## src/sv/ovr_pkg.sv

```systemverilog
// Shared types and constants for the overlay row slot allocator.
`timescale 1ns / 1ps
`default_nettype none
package ovr_pkg;

  localparam int ADDR_W = 5;

  localparam logic [2:0] REG_LIFE_SPAN   = 3'd0;
  localparam logic [2:0] REG_ROW_MARGIN  = 3'd1;
  localparam logic [2:0] REG_SURF_TOP    = 3'd2;
  localparam logic [2:0] REG_SURF_BOTTOM = 3'd3;
  localparam logic [2:0] REG_SURF_WIDTH  = 3'd4;
  localparam logic [2:0] REG_DENSE_MODE  = 3'd5;

  localparam logic [1:0] REQ_ADD  = 2'd0;
  localparam logic [1:0] REQ_TICK = 2'd1;
  localparam logic [1:0] REQ_HIT  = 2'd2;

  localparam logic [1:0] OUT_PLACED  = 2'd0;
  localparam logic [1:0] OUT_DENSE   = 2'd1;
  localparam logic [1:0] OUT_DROPPED = 2'd2;
  localparam logic [1:0] OUT_OTHER   = 2'd3;

  localparam logic [15:0] LIFE_SPAN_RESET = 16'd5000;
  localparam logic [11:0] SURF_BOTTOM_RESET = 12'd1080;
  localparam logic [11:0] SURF_WIDTH_RESET = 12'd1920;

  typedef struct packed {
    logic [11:0]        y;
    logic [11:0]        h;
    logic signed [12:0] x;
    logic [11:0]        w;
    logic signed [16:0] life;
    logic [15:0]        id;
  } ovr_entry_t;

  typedef enum logic [2:0] {
    ST_IDLE,
    ST_SCAN,
    ST_INSERT,
    ST_TICK,
    ST_HIT,
    ST_RESULT
  } ovr_state_t;

endpackage
`default_nettype wire

```

## src/sv/ovr_cell.sv

```systemverilog
// One table slot of the entry chain: shifts toward the head or takes a write.
`timescale 1ns / 1ps
`default_nettype none
module ovr_cell (
  input  wire logic              clk,
  input  wire logic              shift,
  input  wire logic              load,
  input  wire ovr_pkg::ovr_entry_t nb,
  input  wire ovr_pkg::ovr_entry_t wdata,
  output ovr_pkg::ovr_entry_t    q
);

  always_ff @(posedge clk) begin
    if (load) begin
      q <= wdata;
    end else if (shift) begin
      q <= nb;
    end
  end

endmodule
`default_nettype wire

```

## src/sv/overlay_row_slot_allocator.sv

```systemverilog
// Top level: APB registers, request sequencer and the chain of entry cells.
//
//  channel  | signals                                   | role
//  ---------+-------------------------------------------+---------------------
//  in       | in_valid/in_ready, req_type..probe_y      | request
//  out      | out_valid/out_ready, outcome..hit_id      | one result per request
//  apb      | psel penable pwrite paddr pwdata prdata    | configuration
//
// The table is a chain of TABLE_ENTRIES cells; each pass shifts every entry once
// past the head cell, where the sequencer examines it and writes it back
// (a tick drops expired entries). Tick and hit test make one pass; an add
// that places makes two (scan, insert), a dropped add one, a full table none.
// Reset restores the registers and clears the entry count; the cells keep their
// contents. The result register holds while out_ready is low.
`timescale 1ns / 1ps
`default_nettype none
module overlay_row_slot_allocator #(
  parameter int TABLE_ENTRIES = 32
) (
  input  wire logic                       clk,
  input  wire logic                       rst,
  input  wire logic                       in_valid,
  output logic                            in_ready,
  input  wire logic [1:0]                 req_type,
  input  wire logic [11:0]                box_height,
  input  wire logic [11:0]                box_width,
  input  wire logic [15:0]                box_id,
  input  wire logic [15:0]                elapsed,
  input  wire logic [11:0]                probe_x,
  input  wire logic [11:0]                probe_y,
  output logic                            out_valid,
  input  wire logic                       out_ready,
  output logic [1:0]                      outcome,
  output logic [11:0]                     placed_y,
  output logic signed [12:0]              placed_x,
  output logic                            hit_found,
  output logic [15:0]                     hit_id,
  input  wire logic                       psel,
  input  wire logic                       penable,
  input  wire logic                       pwrite,
  input  wire logic [ovr_pkg::ADDR_W-1:0] paddr,
  input  wire logic [31:0]                pwdata,
  output logic [31:0]                     prdata,
  output logic                            pready
);

  localparam int IW = (TABLE_ENTRIES > 1) ? $clog2(TABLE_ENTRIES) : 1;
  localparam int CW = $clog2(TABLE_ENTRIES + 1);
  localparam logic [IW-1:0] LAST = IW'(TABLE_ENTRIES - 1);

  // configuration
  logic [15:0] life_span;
  logic [7:0]  row_margin;
  logic [11:0] surface_top;
  logic [11:0] surface_bottom;
  logic [11:0] surface_width;
  logic        dense_mode;

  assign pready = 1'b1;

  always_ff @(posedge clk) begin
    if (rst) begin
      life_span      <= ovr_pkg::LIFE_SPAN_RESET;
      row_margin     <= '0;
      surface_top    <= '0;
      surface_bottom <= ovr_pkg::SURF_BOTTOM_RESET;
      surface_width  <= ovr_pkg::SURF_WIDTH_RESET;
      dense_mode     <= 1'b0;
    end else if (psel && penable && pwrite) begin
      case (paddr[4:2])
        ovr_pkg::REG_LIFE_SPAN:   life_span      <= pwdata[15:0];
        ovr_pkg::REG_ROW_MARGIN:  row_margin     <= pwdata[7:0];
        ovr_pkg::REG_SURF_TOP:    surface_top    <= pwdata[11:0];
        ovr_pkg::REG_SURF_BOTTOM: surface_bottom <= pwdata[11:0];
        ovr_pkg::REG_SURF_WIDTH:  surface_width  <= pwdata[11:0];
        ovr_pkg::REG_DENSE_MODE:  dense_mode     <= pwdata[0];
        default: ;
      endcase
    end
  end

  always_comb begin
    case (paddr[4:2])
      ovr_pkg::REG_LIFE_SPAN:   prdata = {16'd0, life_span};
      ovr_pkg::REG_ROW_MARGIN:  prdata = {24'd0, row_margin};
      ovr_pkg::REG_SURF_TOP:    prdata = {20'd0, surface_top};
      ovr_pkg::REG_SURF_BOTTOM: prdata = {20'd0, surface_bottom};
      ovr_pkg::REG_SURF_WIDTH:  prdata = {20'd0, surface_width};
      ovr_pkg::REG_DENSE_MODE:  prdata = {31'd0, dense_mode};
      default:                  prdata = '0;
    endcase
  end

  // cell chain
  ovr_pkg::ovr_entry_t q [TABLE_ENTRIES];
  ovr_pkg::ovr_entry_t wr_data;
  logic [IW-1:0]       wr_idx;
  logic                wr_en;
  logic                pass_on;

  for (genvar i = 0; i < TABLE_ENTRIES; i++) begin : g_cell
    ovr_pkg::ovr_entry_t nb;
    if (i == TABLE_ENTRIES - 1) begin : g_tail
      assign nb = '0;
    end else begin : g_mid
      assign nb = q[i+1];
    end
    ovr_cell u_cell (
      .clk   (clk),
      .shift (pass_on),
      .load  (wr_en && (wr_idx == IW'(i))),
      .nb    (nb),
      .wdata (wr_data),
      .q     (q[i])
    );
  end

  // sequencer state
  ovr_pkg::ovr_state_t state, state_next;
  logic [IW-1:0]       t, t_next;
  logic [CW-1:0]       cnt, cnt_next;
  logic [CW-1:0]       k, k_next;
  logic signed [15:0]  cur, cur_next, lastb, lastb_next, best, best_next;
  logic signed [15:0]  dsy, dsy_next;
  logic [IW-1:0]       bestpos, bestpos_next, pos, pos_next;
  logic                found, found_next, stop, stop_next;
  logic [11:0]         rh, rpx, rpy;
  logic [15:0]         rstep;
  ovr_pkg::ovr_entry_t nent, nent_next, hold, hold_next;
  logic                out_valid_next;
  logic [1:0]          r_outcome, r_outcome_next;
  logic [11:0]         r_y, r_y_next;
  logic                r_hit, r_hit_next;
  logic [15:0]         r_hid, r_hid_next;

  ovr_pkg::ovr_entry_t head;
  logic                live;
  logic signed [15:0]  ey, eh, hs, mg, bot, ins_y;
  logic signed [15:0]  gap, lb_new, cur_new;
  logic signed [17:0]  life_new;
  logic signed [13:0]  hx, hxw, pxs;
  logic signed [15:0]  hyh, pys;
  logic signed [12:0]  cx;
  logic                accept;

  assign head   = q[0];
  assign live   = CW'(t) < cnt;
  assign ey     = $signed({4'd0, head.y});
  assign eh     = $signed({4'd0, head.h});
  assign hs     = $signed({4'd0, rh});
  assign mg     = $signed({8'd0, row_margin});
  assign bot    = $signed({4'd0, surface_bottom});
  assign gap    = ey - lastb;
  assign lb_new = ey + mg;
  assign cur_new = lb_new + eh;
  assign life_new = $signed({head.life[16], head.life}) - $signed({2'd0, rstep});
  assign hx     = $signed({head.x[12], head.x});
  assign hxw    = hx + $signed({2'd0, head.w});
  assign pxs    = $signed({2'd0, rpx});
  assign pys    = $signed({4'd0, rpy});
  assign hyh    = ey + eh;
  // floor of half by arithmetic shift
  assign cx     = 13'(($signed({1'b0, surface_width}) - $signed({1'b0, box_width})) >>> 1);
  assign ins_y  = found ? cur : dsy;
  assign accept = in_valid && in_ready;
  assign in_ready = (state == ovr_pkg::ST_IDLE);

  always_comb begin
    state_next     = state;
    t_next         = t;
    cnt_next       = cnt;
    k_next         = k;
    cur_next       = cur;
    lastb_next     = lastb;
    best_next      = best;
    dsy_next       = dsy;
    bestpos_next   = bestpos;
    pos_next       = pos;
    found_next     = found;
    stop_next      = stop;
    nent_next      = nent;
    hold_next      = hold;
    out_valid_next = out_valid && !out_ready;
    r_outcome_next = r_outcome;
    r_y_next       = r_y;
    r_hit_next     = r_hit;
    r_hid_next     = r_hid;
    pass_on        = 1'b0;
    wr_en          = 1'b0;
    wr_idx         = LAST;
    wr_data        = head;

    case (state)
      ovr_pkg::ST_IDLE: begin
        if (accept) begin
          t_next       = '0;
          k_next       = '0;
          found_next   = 1'b0;
          stop_next    = 1'b0;
          cur_next     = $signed({8'd0, row_margin}) + $signed({4'd0, surface_top});
          lastb_next   = $signed({4'd0, surface_top});
          best_next    = '0;
          dsy_next     = '0;
          bestpos_next = '0;
          nent_next    = '{y: '0, h: box_height, x: cx, w: box_width,
                          life: $signed({1'b0, life_span}), id: box_id};
          r_outcome_next = ovr_pkg::OUT_OTHER;
          r_y_next     = '0;
          r_hit_next   = 1'b0;
          r_hid_next   = '0;
          case (req_type)
            ovr_pkg::REQ_ADD: begin
              r_outcome_next = ovr_pkg::OUT_PLACED;
              if (cnt >= CW'(TABLE_ENTRIES)) begin
                r_outcome_next = ovr_pkg::OUT_DROPPED;
                state_next = ovr_pkg::ST_RESULT;
              end else begin
                state_next = ovr_pkg::ST_SCAN;
              end
            end
            ovr_pkg::REQ_TICK: state_next = ovr_pkg::ST_TICK;
            ovr_pkg::REQ_HIT:  state_next = ovr_pkg::ST_HIT;
            default:           state_next = ovr_pkg::ST_RESULT;
          endcase
        end
      end

      ovr_pkg::ST_SCAN: begin
        pass_on = 1'b1;
        wr_en   = 1'b1;
        if (live && !found && !stop) begin
          if (ey - cur - mg >= hs) begin
            found_next = 1'b1;
            pos_next   = t;
          end else begin
            if (gap > best) begin
              best_next    = gap;
              dsy_next     = lastb + (gap >>> 1);
              bestpos_next = t;
            end
            lastb_next = lb_new;
            cur_next   = cur_new;
            if (cur_new + hs >= bot) stop_next = 1'b1;
          end
        end
        t_next = t + 1'b1;
        if (t == LAST) begin
          t_next = '0;
          state_next = ovr_pkg::ST_INSERT;
          if (found_next) begin
            r_outcome_next = ovr_pkg::OUT_PLACED;
          end else if (cur_next + hs < bot) begin
            found_next     = 1'b1;
            pos_next       = cnt[IW-1:0];
            r_outcome_next = ovr_pkg::OUT_PLACED;
          end else if (dense_mode) begin
            pos_next       = bestpos_next;
            r_outcome_next = ovr_pkg::OUT_DENSE;
          end else begin
            r_outcome_next = ovr_pkg::OUT_DROPPED;
            state_next     = ovr_pkg::ST_RESULT;
          end
        end
      end

      ovr_pkg::ST_INSERT: begin
        pass_on = 1'b1;
        wr_en   = 1'b1;
        if (t == pos) begin
          wr_data   = nent;
          wr_data.y = ins_y[11:0];
          hold_next = head;
        end else if (t > pos) begin
          wr_data   = hold;
          hold_next = head;
        end
        t_next = t + 1'b1;
        if (t == LAST) begin
          t_next     = '0;
          cnt_next   = cnt + 1'b1;
          r_y_next   = ins_y[11:0];
          state_next = ovr_pkg::ST_RESULT;
        end
      end

      ovr_pkg::ST_TICK: begin
        pass_on = 1'b1;
        if (live && (life_new > 18'sd0)) begin
          wr_en        = 1'b1;
          wr_idx       = IW'(k + CW'(LAST) - CW'(t));
          wr_data.life = life_new[16:0];
          k_next       = k + 1'b1;
        end
        t_next = t + 1'b1;
        if (t == LAST) begin
          t_next     = '0;
          cnt_next   = k_next;
          state_next = ovr_pkg::ST_RESULT;
        end
      end

      ovr_pkg::ST_HIT: begin
        pass_on = 1'b1;
        wr_en   = 1'b1;
        if (live && !r_hit && (hx < pxs) && (hxw > pxs) && (ey < pys) && (hyh > pys)) begin
          r_hit_next = 1'b1;
          r_hid_next = head.id;
        end
        t_next = t + 1'b1;
        if (t == LAST) begin
          t_next     = '0;
          state_next = ovr_pkg::ST_RESULT;
        end
      end

      ovr_pkg::ST_RESULT: begin
        if (!out_valid || out_ready) begin
          out_valid_next = 1'b1;
          state_next     = ovr_pkg::ST_IDLE;
        end
      end

      default: state_next = ovr_pkg::ST_IDLE;
    endcase
  end

  always_ff @(posedge clk) begin
    if (rst) begin
      state     <= ovr_pkg::ST_IDLE;
      cnt       <= '0;
      t         <= '0;
      out_valid <= 1'b0;
    end else begin
      state     <= state_next;
      cnt       <= cnt_next;
      t         <= t_next;
      out_valid <= out_valid_next;
    end
  end

  always_ff @(posedge clk) begin
    k         <= k_next;
    cur       <= cur_next;
    lastb     <= lastb_next;
    best      <= best_next;
    dsy       <= dsy_next;
    bestpos   <= bestpos_next;
    pos       <= pos_next;
    found     <= found_next;
    stop      <= stop_next;
    nent      <= nent_next;
    hold      <= hold_next;
    r_outcome <= r_outcome_next;
    r_y       <= r_y_next;
    r_hit     <= r_hit_next;
    r_hid     <= r_hid_next;
    if (accept) begin
      rh    <= box_height;
      rstep <= elapsed;
      rpx   <= probe_x;
      rpy   <= probe_y;
    end
    if (state == ovr_pkg::ST_RESULT && (!out_valid || out_ready)) begin
      outcome   <= r_outcome;
      hit_found <= r_hit;
      hit_id    <= r_hid;
      if (r_outcome inside {ovr_pkg::OUT_PLACED, ovr_pkg::OUT_DENSE}) begin
        placed_y <= r_y;
        placed_x <= nent.x;
      end else begin
        placed_y <= '0;
        placed_x <= '0;
      end
    end
  end

endmodule
`default_nettype wire
```

## config.mk

```make
export PLATFORM = sky130hd
export DESIGN_NAME = overlay_row_slot_allocator
export DESIGN_NICKNAME = d
export VERILOG_FILES = /design/src/sv/ovr_pkg.sv /design/src/sv/ovr_cell.sv /design/src/sv/overlay_row_slot_allocator.sv
export SDC_FILE = /design/constraint.sdc
export NUM_CORES = 2
export LEC_CHECK = 0
export BUFFER_PORTS_ARGS = -buffer_cell sky130_fd_sc_hd__buf_4
export CAP_MARGIN = 0
export CELL_PAD_IN_SITES_DETAIL_PLACEMENT = 1
export CELL_PAD_IN_SITES_GLOBAL_PLACEMENT = 2
export CORE_MARGIN = 1.5
export CORE_UTILIZATION = 44
export CTS_CLUSTER_DIAMETER = 100
export DETAILED_ROUTE_END_ITERATION = 8
export PLACE_DENSITY_LB_ADDON = 0.3
export RECOVER_POWER = 100
export SYNTH_ARGS = -nofsm -noshare
export SYNTH_HDL_FRONTEND = slang
export SYNTH_SLANG_ARGS = --single-unit
export TNS_END_PERCENT = 50
```

## constraint.sdc

```tcl
create_clock -name clk -period 25.9 [get_ports clk]
set_input_delay 1.295 -clock clk [delete_from_list [all_inputs] [get_ports clk]]
set_output_delay 1.295 -clock clk [all_outputs]
set_load 0.01 [all_outputs]
```

==> impl_metrics.tcl <==
set metrics [dict create \
    cts_made_buffers 337 \
    clkTransAtPathRegs_ns 0.06 \
    num_rows 204 \
    synth_top_area_share 0.6478 \
    area_delta_synth_final_pct 10.67 \
    gp_congestion 0.8662 \
    critPathKind "flop to flop" \
    seq_area_frac_synth 0.6589 \
    maxSlewViolCount 6481 \
    status "complete, but fails checks" \
    dpl.hpwl_um 255100 \
    ys_types 90 \
    drt_pass1_iterations 5 \
    hold_viol_final 0 \
    arrival_ns 14.16 \
    initial_core_util 0.4436 \
    grt_pass1_wl_um 618900 \
    finalWorstSetupSlack_ns 12.41 \
    synthTopCellsByArea "edfxtp_1 65%, mux2_2 17%, ha_1 2.4%" \
    min_path_type "flop to flop" \
    reg2regPathDepth 16 \
    drive_above_1_share 0.2838 \
    synthFlopType "edfxtp_1" \
    post-route-period-util 0.5208 \
    max_slew_margin -4.367 \
    grt_max_degree 83 \
    vias_per_cell 5.932 \
    synth_async_sr_flop_share 0 \
    end_kind "flop" \
    max_freq_mhz 74.13 \
    port_buffers 169 \
    crit_path_max_incr_delay_ns 3.42 \
    setup_tns_ns 0 \
    rsz0062_at_grt "no" \
    yosysMostFrequentCell "edfxtp_1" \
    r2r_start "g_cell[0].u_cell.q[16]$_DFFE_PP_" \
    via_count 80090 \
    drc 0 \
    synth_top_cell_by_area "edfxtp_1" \
    r2r_setup_slack_ns 12.41 \
    power.density_nw_per_um2 160.9 \
    dr_wl_met3_um 26180 \
    cts_tree "built" \
    ys.warnings.count 0 \
    syn_inst 9040 \
    fin_hold_ws_ns 0.4182 \
    start_kind "flop" \
    crit_top_cell "clkbuf_1" \
    crit_fanout 67 \
    avgSynthCellArea_um2 15.19 \
    syn_area_um2 137400 \
    wl_met2_um 209100 \
    htree_levels 5 \
    top_layer "met4" \
    finalSetupViolations 0 \
    wl_per_cell_um 31.81 \
    violations "capacitance limit, slew limit" \
    postCtsSetupRepairBufs 0 \
    cts-hold-fix-buffers 0 \
    worstPathRequired_ns 26.57 \
    p_leak_nw 52.69 \
    die_area_um2 315500 \
    peakVddDrop_v 0.0001656 \
    clkSinkCount 3039 \
    p_total_w 0.02446 \
    final_antenna_net_count 0 \
    die_h_um 561.7 \
    drt_iter0_drc 7838 \
    nets 9506 \
    drv_cap 176 \
    grt_overflow 0 \
    drt-met1-wl_um 179400 \
    finalWirelength_um 429500 \
    clock_path_buffers 4 \
    clock_skew_ns 0.05254 \
    clkLatencyLatePin_ns 0.95 \
    ios 205 \
    design.core.area_um2 309600 \
    cp-endpoint "g_cell[14].u_cell.q[79]$_DFFE_PP_" \
    cts-root-buf "clkbuf_16" \
    place_ws_ns 16.00 \
    tightest_slew_ns 8.050 \
    ctsResizeCount 0 \
    final_util 0.4910 \
    grt_pass1_vias 83750 \
    crit_start "g_cell[0].u_cell.q[16]$_DFFE_PP_" \
    antenna_found_initial 21 \
    track_usage 0.2706 \
    reg2reg_to "g_cell[14].u_cell.q[79]$_DFFE_PP_" \
    slowest_stage "clkbuf_1" \
    period_needed_ns 13.49 \
    die_x_um 561.7 \
    synth-edff-count 2963 \
    yosys_register_bits 3039 \
    path_cells "inv_1, ha_1, inv_1, fa_1, a21o_1, a221oi_1, xor2_1, nand4bb_1, a2111oi_0, nand4_1, o31ai_1, clkbuf_1, or3_1, clkbuf_1, clkbuf_1, mux2_2" \
    ys_top_cells_by_count "2,963 x edfxtp_1, 2,113 x mux2_2, 679 x nand2_1" \
]
## how the worst min path moves through the flow
| stage | start | to | slack (ns) | cells after the start |
|---|---|---|---|---|
| detailed placement | r_hid[4]$_SDFFCE_PN0P_ | hit_id[4]$_DFFE_PP_ | 0.41 | 0 |
| floorplan | r_hid[0]$_SDFFCE_PN0P_ | hit_id[0]$_DFFE_PP_ | 0.40 | 0 |
| global placement | r_hid[2]$_SDFFCE_PN0P_ | hit_id[2]$_DFFE_PP_ | 0.41 | 0 |
| CTS | r_hid[8]$_SDFFCE_PN0P_ | hit_id[8]$_DFFE_PP_ | 0.42 | 0 |
| global route | r_hid[4]$_SDFFCE_PN0P_ | hit_id[4]$_DFFE_PP_ | 0.43 | 0 |
| finish | r_hid[8]$_SDFFCE_PN0P_ | hit_id[8]$_DFFE_PP_ | 0.42 | 0 |
## cell usage in the layout (no fill, tap or decap), types with 53 or more instances in the layout
cell       count
inv_1        213
mux2_1       165
o22ai_1       83
o21a_1        82
mux2_2      2030
clkinv_2      62
dfxtp_1       75
and2_0        53
edfxtp_1    2963
a21o_1        54
xnor2_1       99
clkbuf_4      64
clkinv_1      78
buf_4         57
clkbuf_1     284
nand2_1      680
clkbuf_16    344
a21oi_1      210
ha_1         263
nor2_1       250
o21ai_0      526
## per-layer routing
metal  GRT usage  vias to the layer above
li1            -                    34260
met5           0                        -
met4     0.08863                        0
met3     0.03378                      623
met2      0.4554                     2604
met1      0.3635                    42600
## registers in the layout, indices dropped and copies added, names as in the netlist, 13 cells and up
signal           cells
lastb               13
nent                56
r_hid               16
life_span           16
g_cell.u_cell.q   2624
hold                82
rstep               16
cur                 16
best                16
hit_id              16
## where the power goes
group / leakage, nW / internal (W) / switching, W
logic: 18.5 / 0.00270 / 0.00624
clock network: 5.21 / 0.00267 / 0.00207
registers: 29.0 / 0.00993 / 0.000844
total: 52.7 / 0.0153 / 0.00916
## critical path: cells and delay by family (launching register included)
family | cells | cell delay [ns]
buf+inv | 5 | 7.04
compound gates | 4 | 2.50
simple gates | 3 | 1.68
fa+ha+maj | 2 | 0.58
mux | 1 | 0.47
flops | 1 | 0.43
xor+xnor | 1 | 0.24
## area by class of cell
class	instances	area, um2
sequential	3039	90500
antenna	10	25.02
multi-input combinational	5171	43150
timing repair buffer	332	1700
fill	29700	157600
clock buffer	419	8910
clock inverter	193	1762
tap	4120	5155
inverter	216	813.3
## cell families (layout without fill, tap and decap cells)
logic type	count (synthesis)	in the layout	synth area share
flops	3039	3039	0.6589
compound gates	1174	1174	0.05099
simple gates	1328	1328	0.04399
mux	2238	2238	0.1831
buf+inv	845	1160	0.02765
other cells	2	27	0.00005468
xor+xnor	131	131	0.008453
fa+ha+maj	283	283	0.02687
## stage by stage
step / cells / instance area, um2
3_3_place_gp: 12880 / 142500
5_1_grt: 13500 / 152000
3_5_place_dp: 12880 / 142500
6_report: 13500 / 152000
4_1_cts: 13490 / 153200
2_1_floorplan: 9055 / 137400
No activity file was read; power rests on OpenSTA's default activity.
